==> src/sv/bbc_pkg.sv <==
package bbc_pkg;

   typedef enum logic [1:0] {
      CMD_ACQUIRE = 2'd0,
      CMD_RELEASE = 2'd1,
      CMD_PIN     = 2'd2,
      CMD_UNPIN   = 2'd3
   } cmd_type;

   typedef enum logic [1:0] {
      ST_OK        = 2'd0,
      ST_NO_FREE   = 2'd1,
      ST_UNDERFLOW = 2'd2
   } status_type;

   typedef enum logic [1:0] {
      FSM_IDLE = 2'd0,
      FSM_PREP = 2'd1,
      FSM_SCAN = 2'd2,
      FSM_DONE = 2'd3
   } fsm_type;

   localparam logic [7:0] COUNT_MAX = 8'd255;

   typedef struct packed {
      logic [1:0]  command;
      logic [7:0]  device;
      logic [31:0] block_number;
      logic [4:0]  slot_index;
      logic [31:0] now;
   } req_type;

   typedef struct packed {
      logic [4:0] slot;
      logic       hit;
      logic       needs_fill;
      logic [1:0] status;
   } rsp_type;

   // Per-slot contents that circulate through the ring.
   // bucket caches block mod bucket count for the slot's tag.
   typedef struct packed {
      logic [7:0]  device;
      logic [31:0] block;
      logic [7:0]  count;
      logic [31:0] rtime;
      logic        filled;
      logic [7:0]  bucket;
   } entry_type;

endpackage

==> src/sv/bbc_cell.sv <==
// One ring position: holds a slot and its number, passes it on when shifting.
module bbc_cell #(
   parameter int IDX_W = 5
) (
   input  logic                     clock,
   input  logic                     load,
   input  logic                     shift,
   input  bbc_pkg::entry_type       load_entry,
   input  logic [IDX_W-1:0]         load_id,
   input  bbc_pkg::entry_type       prev_entry,
   input  logic [IDX_W-1:0]         prev_id,
   output bbc_pkg::entry_type       entry,
   output logic [IDX_W-1:0]         id
);
   import bbc_pkg::*;

   entry_type        entry_ff;
   logic [IDX_W-1:0] id_ff;

   always_ff @(posedge clock) begin
      if (load) begin
         entry_ff <= load_entry;
         id_ff    <= load_id;
      end else if (shift) begin
         entry_ff <= prev_entry;
         id_ff    <= prev_id;
      end
   end

   assign entry = entry_ff;
   assign id    = id_ff;
endmodule

==> config.mk <==
export PLATFORM = sky130hd
export DESIGN_NAME = bbc_cell
export DESIGN_NICKNAME = d
export VERILOG_FILES = /design/src/sv/bbc_pkg.sv /design/src/sv/bbc_cell.sv
export SDC_FILE = /design/constraint.sdc
export NUM_CORES = 1
export LEC_CHECK = 0
export BUFFER_PORTS_ARGS = -buffer_cell sky130_fd_sc_hd__buf_4
export CAP_MARGIN = 20
export CELL_PAD_IN_SITES_DETAIL_PLACEMENT = 0
export CELL_PAD_IN_SITES_GLOBAL_PLACEMENT = 1
export CORE_UTILIZATION = 32
export DETAILED_ROUTE_END_ITERATION = 6
export PLACE_DENSITY_LB_ADDON = 0.12
export SYNTH_ARGS = -nofsm -noshare
export SYNTH_HDL_FRONTEND = slang
export SYNTH_SLANG_ARGS = --single-unit
==> constraint.sdc <==
create_clock -name clock -period 3.4 [get_ports clock]
set_input_delay 0.17 -clock clock [delete_from_list [all_inputs] [get_ports clock]]
set_output_delay 0.17 -clock clock [all_outputs]
set_load 0.01 [all_outputs]
## Word level (Yosys, flattened, before mapping)

Cells that the tools add are included.

- $add $sub $neg: 0
- Multipliers: 0
- Divide/modulo/power cells: 0
- Magnitude comparators: 0
- Equal/unequal tests: 0
- Shift operators: 0
- Mux-type cells: 4
- Bitwise logic cells: 0
- Reduce and logical (&&, ||, !) cells: 1

Operator list:

| operator | count |
|---|---|
| $mux 89 | 2 |
| $mux 5 | 2 |
| $reduce_bool 2->1 | 1 |

- Bits in registers: 94
- Bits in latches: 0
- Bits in writable memories: 0
- Memory bits (read-only): 0
- Output and inout port bits: 94
- Memories: 0

## Depth between registers and ports, before layout

Gate-level depths: netlist (run 1).

- Word-level depth: 2
- Mapped depth: 4

## Least setup slack after synthesis (run 1)

Ideal clock, no wire load.

- Path kind: input-to-reg
- From: input load
- To: register entry_ff (netlist bit entry[0]), enable pin
- Setup time: 0.459 ns
- Data arrival time: 2.653 ns
- Data required time: 2.941 ns
- Slack: 0.289 ns
- Cell stages on the path: 4
- Buffers on the path: 3
- Cells stage by stage: buf_6 > buf_6 > buf_6 > or2_1

- Longest elaborated chain between the ends: 1

Ends and longest elaborated chain:

| item | line | text |
|---|---|---|
| start, declared | bbc_cell.sv:6 | `input logic load,` |
| $reduce_bool 2->1 (no source line) | - |  |
| end signal, assigned | bbc_cell.sv:22 | `entry_ff <= load_entry;` |
| end signal, assigned | bbc_cell.sv:25 | `entry_ff <= prev_entry;` |
| end, declared | bbc_cell.sv:17 | `entry_type entry_ff;` |

Every way passes these cells.
A chain may end at the register's enable or synchronous reset.

## Final worst setup path (run 1)

- From: input load
- To: register entry_ff (netlist bit entry[61]), enable pin

Same word-level chain as after synthesis.

==> impl_metrics.yaml, run 1 <==
pwr:
  p_switching_uw: 647
  switching_share: 0.219
  combPwrFrac: 0.207
  p_per_area_mw_per_mm2: 439
  leakagePower_nw: 3.05
  finalPower_mw: 2.95
  clkPwrFrac: 0.298
  ir_drop_mv: 0.184
  power_frac_seq: 0.494
  intPower_mw: 2.30
clock_tree:
  root_buffer: "clkbuf_16"
  numCtsBuffers: 9
  cts-htree-levels: 3
  post_cts_buffers: 0
  cts_resized: 0
  cts.sinks: 94
  cts_tree: "done"
  cts_hold_buf: 0
  cts_buffer_depth: 2
  clkTransAtPathRegs_ns: 0.06
route:
  viasPerCell: 4.34
  wl_um: 10600
  first_pass_iters: 4
  num_vias: 2873
  drt-initial-drc-count: 96
  antenna_left: 0
  drc_errors: 0
  wire_per_inst_um: 16.0
final_layout:
  stdcell_count: 662
  antenna_cells: 0
  area_growth_pct: 60.9
  multi_input_area_sq_mm: 0.00125
  drive_above_1_share: 0.798
  design_area_sq_mm: 0.00671
  fin_nets: 677
  fillers: 1085
  regArea_sq_mm: 0.00282
die:
  start_util: 0.329
  row_count: 41
  die_y_um: 116
  die_w_um: 116
  io_pins: 285
  core-area_sq_mm: 0.0127
  design.die.area_sq_mm: 0.0135
global_route:
  use_met1: 0.153
  grt.overflow.total: 0
  grt_start_max_net_pins: 95
  met2_usage: 0.273
  grt_pass1_wl_um: 14500
  grt_usage: 0.151
  grt_use_met3: 0.0540
  grt_pass1_vias: 2777
  antenna_found_initial: 0
  busiest_layer: "met2"
timing:
  fmaxAchievable_ghz: 0.824
  finalHoldViolCount: 0
  setup_viol: 0
  worstMarginPinSlew_ns: 0.681
  post-route-period-util: 0.357
  final_max_slew_viol_count: 0
  rsz0062_at_grt: "no"
  fin_crit_ns: 1.21
  fin_setup_tns_ns: 0
  maxSlewHeadroom: 0.546
worst_setup_path:
  critical_path_buf_inv_count: 2
  cp.arrival_ns: 1.23
  cp.required_ns: 3.41
  cp_cell_sequence: "buf_4, or2_4, buf_12"
  crit_family: "simple AND/OR/NAND/NOR gates"
  cp_slowest_stage_delay_ns: 0.55
  worstSetupPathType: "primary input to flip-flop"
  start_kind: "primary input"
  slowest_stage: "or2_4"
  end_kind: "flip-flop"
  cp_max_fo: 48
place:
  dp_cells: 647
  place_hpwl_um: 8060
  dpl_cell_area_sq_mm: 0.00646
  io_buffers: 284
  place_congestion: 0.711
status:
  outcome: "completed"
synthesis:
  ys_seq_area_frac: 0.677
  ys_warn_count: 0
  ys_top_cells_by_area: "edfxtp_1 (68%), mux2_4 (18%), mux2_2 (12%)"
  syn_inst: 200
  postSynthAreaPerCell_sq_um: 20.9
  synth.top_cell.area_share: 0.677
  yosysTopAreaCell: "edfxtp_1"
  synth-seq-cells: 94
  syn_area_sq_mm: 0.00417
  synth.distinct_cells: 6
  syn-num-nets: 391
run:
  drv_cap: 0
worst_hold_path:
  hp-class: "primary input to flip-flop"
final timing paths:
| check | from | slack [ns] | cells after the start | to |
|---|---|---|---|---|
| setup / recovery | load | 2.19 | 3 | entry[61] |
| hold / removal | prev_entry[76] | 0.13 | 2 | entry[76] |
synth_stat cells, drive strengths merged:
cell and count:
or2 1, edfxtp 94, mux2 94, buf 11
placed cells by master, fill, tap and decap left out:
cell / netlist / layout
clkinv_1: 0 / 2
buf_4: 0 / 284
clkbuf_16: 0 / 9
edfxtp_1: 94 / 94
clkinv_2: 0 / 1
mux2_2: 45 / 45
clkbuf_1: 0 / 3
or2_4: 0 / 1
buf_12: 0 / 2
mux2_4: 49 / 49
per-layer routing:
| layer | wire length, um | part of all wire |
|---|---|---|
| met1 | 3590 | 0.34 |
| met2 | 5670 | 0.53 |
| met3 | 1100 | 0.10 |
| met4 | 238 | 0.022 |
| met5 | 0 | 0 |
kinds of logic after synthesis:
| family | count (synthesis) | synth area share |
|---|---|---|
| buffers and inverters | 11 | 0.0237 |
| multiplexers | 94 | 0.298 |
| AND/OR/NAND/NOR | 1 | 0.00150 |
| flip-flops | 94 | 0.677 |
flip-flops by register name, indices dropped and copies added, names as in the netlist:
signal	flops
id	5
entry	89
per-stage QoR:
step           hold slack (ns)   util  worst slack (ns)
4_1_cts                  0.116  0.530              2.16
3_3_place_gp             0.471  0.510              1.82
5_1_grt                  0.117  0.530              2.11
2_1_floorplan            0.387      -             0.289
6_report                 0.134  0.530              2.19
3_5_place_dp             0.473  0.510              1.80
power groups by stage:
| stage | sequential (mW) | clock (mW) | combinational (mW) |
|---|---|---|---|
| 2_1_floorplan | 1.56 | 0 | 0.165 |
| 3_3_place_gp | 1.48 | 0 | 0.621 |
| 3_5_place_dp | 1.48 | 0 | 0.624 |
| 4_1_cts | 1.46 | 0.911 | 0.623 |
| 5_1_grt | 1.47 | 0.954 | 0.657 |
| 6_report | 1.46 | 0.880 | 0.611 |
cell type report:
type	instances	area share
Clock buffer	12	0.0352
Clock inverter	3	0.00186
Timing Repair Buffer	286	0.324
Tap cell	172	0.0321
Sequential cell	94	0.421
Multi-Input combinational cell	95	0.186
No activity file was read; power rests on OpenSTA's default activity.
==> run 2: changes to the inputs <==
Settings changed: ABC_AREA set to 1, CORE_UTILIZATION 32 to 29.
Clock period 3.4 ns to 1.15 ns, I/O delays scaled along.
==> run 2 against run 1 <==
Against the previous run: the flow now stops in clock tree synthesis; area after synthesis is 3.0% lower; synthesized cell count up 100%.
==> impl_metrics.yaml, run 2 <==
clock_tree:
  cts-htree-levels: 3
  post_cts_buffers: 0
  cts.sinks: 94
  cts_resized: 0
  cts_hold_buf: 173
  cts_buffer_depth: 2
  root_buffer: "clkbuf_16"
  numCtsBuffers: 9
synthesis:
  syn-num-nets: 590
  synth_edf_count: 94
  yosysTopAreaCell: "edfxtp_1"
  ys_warn_count: 0
  synth.most_common_cell: "nand2_1"
  ys_seq_area_frac: 0.698
  syn_area_sq_mm: 0.00405
  ys_top_cells_by_area: "edfxtp_1 (70%), nand2_1 (26%), buf_6 (2.2%)"
  synth-seq-cells: 94
  postSynthAreaPerCell_sq_um: 10.1
  async_flop_share: 0
  synth.top_cell.area_share: 0.698
  synth_top_flop_cell: "edfxtp_1"
  syn_inst: 399
  synth.distinct_cells: 6
  synthTopCellsByCount: "nand2_1 (282), edfxtp_1 (94), buf_2 (13)"
die:
  io_pins: 285
  start_util: 0.302
  die_w_um: 120
  die_y_um: 120
  row_count: 42
place:
  place_congestion: 0.769
  place_hpwl_um: 9290
  io_buffers: 284
status:
  stop_stage: "clock tree synthesis"
  error: "[ERROR RSZ-0060] Max buffer count reached."
  outcome: "stopped before the end"
==> run 2: cell count changes after synthesis, sizes merged <==
cell,before,now
buf,11,21
nand2,0,282
inv,0,1
mux2,94,0
==> run 2: kinds of logic after synthesis <==
family / after synthesis / share of synthesized area
buf+inv: 22 / 0.0393
flops: 94 / 0.698
simple gates: 283 / 0.263
==> run 2: per-stage QoR <==
step / cell area, sq um / std cells / setup TNS [ns] / hold slack (ns) / worst slack, ns
floorplan: 4060 / 399 / -21.99 / 0.236 / -0.234
detailed placement: 6360 / 847 / 0 / 0.325 / 0.133
global placement: 6360 / 847 / 0 / 0.320 / 0.152
==> run 3: changes to the inputs <==
Settings changed: CELL_PAD_IN_SITES_DETAIL_PLACEMENT 0 to not set, CELL_PAD_IN_SITES_GLOBAL_PLACEMENT 1 to not set, CORE_AREA set to 2 2 110 112, CORE_UTILIZATION 29 to not set, DIE_AREA set to 0 0 112 114, PLACE_DENSITY_LB_ADDON 0.12 to 0.15.
==> run 3 against run 2 <==
Against the previous run: the run now ends clean; synthesized cell count unchanged; area after synthesis did not move.
==> impl_metrics.yaml, run 3 <==
timing:
  rsz0062_at_grt: "no"
  final_max_slew_viol_count: 0
  post-route-period-util: 0.814
  holdWs_ns: 0.00995
  maxSlewHeadroom: 0.708
  finalHoldViolCount: 0
  setup_viol: 0
  fmaxAchievable_ghz: 1.07
  worstMarginPinSlew_ns: 0.439
  fin_crit_ns: 0.936
final_layout:
  final_common_cell: "buf_4"
  area_growth_pct: 90.6
  antenna_cells: 0
  final_cell_mix: "buf_4 (285), nand2_1 (282), dlygate4sd3_1 (114)"
  drive_above_1_share: 0.378
  design_area_sq_mm: 0.00771
  fin_nets: 984
  final_util: 0.658
  largest_reg_flops: 89
  stdcell_count: 945
worst_setup_path:
  start_kind: "flip-flop"
  slowest_stage: "edfxtp_1"
  cp_slowest_stage_delay_ns: 0.39
  cp_max_fo: 1
  cp.required_ns: 1.09
  worstSetupPathType: "flip-flop to output port"
  cp.arrival_ns: 0.88
  end_kind: "output port"
  crit_family: "flip-flops"
  critical_path_buf_inv_count: 1
  cp_cell_sequence: "buf_4"
clock_tree:
  cts_buffer_depth: 2
  cts_resized: 0
  cts.sinks: 94
  root_buffer: "clkbuf_16"
  post_cts_buffers: 0
  numCtsBuffers: 9
  clkTransAtPathRegs_ns: 0.06
  cts-htree-levels: 3
  cts_tree: "done"
  cts_hold_buf: 114
global_route:
  grt_pass1_wl_um: 20400
  grt_start_max_net_pins: 58
  grt.overflow.total: 0
  grt_pass1_vias: 4336
  grt_usage: 0.204
  antenna_found_initial: 0
status:
  outcome: "completed"
die:
  core-area_sq_mm: 0.0117
  io_pins: 285
  row_count: 40
  start_util: 0.346
  design.die.area_sq_mm: 0.0128
  die_w_um: 112
  die_y_um: 114
synthesis:
  yosysTopAreaCell: "edfxtp_1"
  synth_edf_count: 94
  async_flop_share: 0
  ys_top_cells_by_area: "edfxtp_1 (70%), nand2_1 (26%), buf_6 (2.2%)"
  syn_inst: 399
  synth-seq-cells: 94
  ys_seq_area_frac: 0.698
  synth_top_flop_cell: "edfxtp_1"
  synth.most_common_cell: "nand2_1"
  syn-num-nets: 590
  synth.top_cell.area_share: 0.698
  syn_area_sq_mm: 0.00405
  synth.distinct_cells: 6
  ys_warn_count: 0
  synthTopCellsByCount: "nand2_1 (282), edfxtp_1 (94), buf_2 (13)"
  postSynthAreaPerCell_sq_um: 10.1
place:
  dpl_cell_area_sq_mm: 0.00632
  io_buffers: 284
  place_congestion: 0.825
  dp_cells: 815
  place_hpwl_um: 8780
worst_hold_path:
  whs_path_depth: 3
  min_to: "entry[82]"
  hp-class: "primary input to flip-flop"
  worstHoldStart: "prev_entry[82]"
pwr:
  leakagePower_nw: 3.82
  p_per_area_mw_per_mm2: 1170
  ir_drop_mv: 0.624
route:
  wire_per_inst_um: 14.1
  num_vias: 4202
  antenna_left: 0
  drc_errors: 0
  wl_um: 13300
  first_pass_iters: 4
  drt-initial-drc-count: 161
  viasPerCell: 4.45
run:
  drv_cap: 0
run 3: cell counts after synthesis:
Identical to the previous run, type by type.
run 3: per-stage QoR:
step | setup slack [ns] | setup TNS (ns) | total power, mW
floorplan | -0.234 | -21.99 | 4.98
global placement | 0.169 | 0 | 6.15
detailed placement | 0.158 | 0 | 6.18
CTS | 0.177 | 0 | 9.08
global route | 0.175 | 0 | 9.41
finish | 0.214 | 0 | 9.00
run 3: worst max-delay path by stage:
stage | startpoint | to | slack, ns | cells past startpoint
2_1_floorplan | load | entry[0] | -0.23 | 3
3_3_place_gp | load | entry[17] | 0.17 | 3
3_5_place_dp | load | entry[16] | 0.16 | 3
4_1_cts | entry[7] | entry[7] | 0.18 | 1
5_1_grt | entry[21] | entry[21] | 0.18 | 1
6_report | entry[46] | entry[46] | 0.21 | 1
run 3: layout make-up:
cell class	count	area, sq um
clock buffer	14	244
clock inverter	2	8.76
fill	886	4000
inverter	1	3.75
multi-input combinational	283	1070
sequential	94	2820
tap	147	184
timing repair buffer	404	3380
run 3: kinds of logic (layout without fill, tap and decap cells):
kind of cell	count (synthesis)	in the layout	synth area share
flops	94	94	0.698
buf+inv	22	421	0.0393
simple gates	283	283	0.263
run 3: layer usage:
layer / track usage / routed length, um
met5: 0 / 0
met4: 0.0919 / 363
met3: 0.0654 / 1320
met2: 0.368 / 6690
met1: 0.220 / 4940
run 3: where the power goes:
part	internal [mW]	leakage, nW	total, mW	switching (mW)
clock network	1.46	0.122	2.57	1.11
logic	1.24	2.73	2.11	0.871
registers	4.21	0.968	4.32	0.107
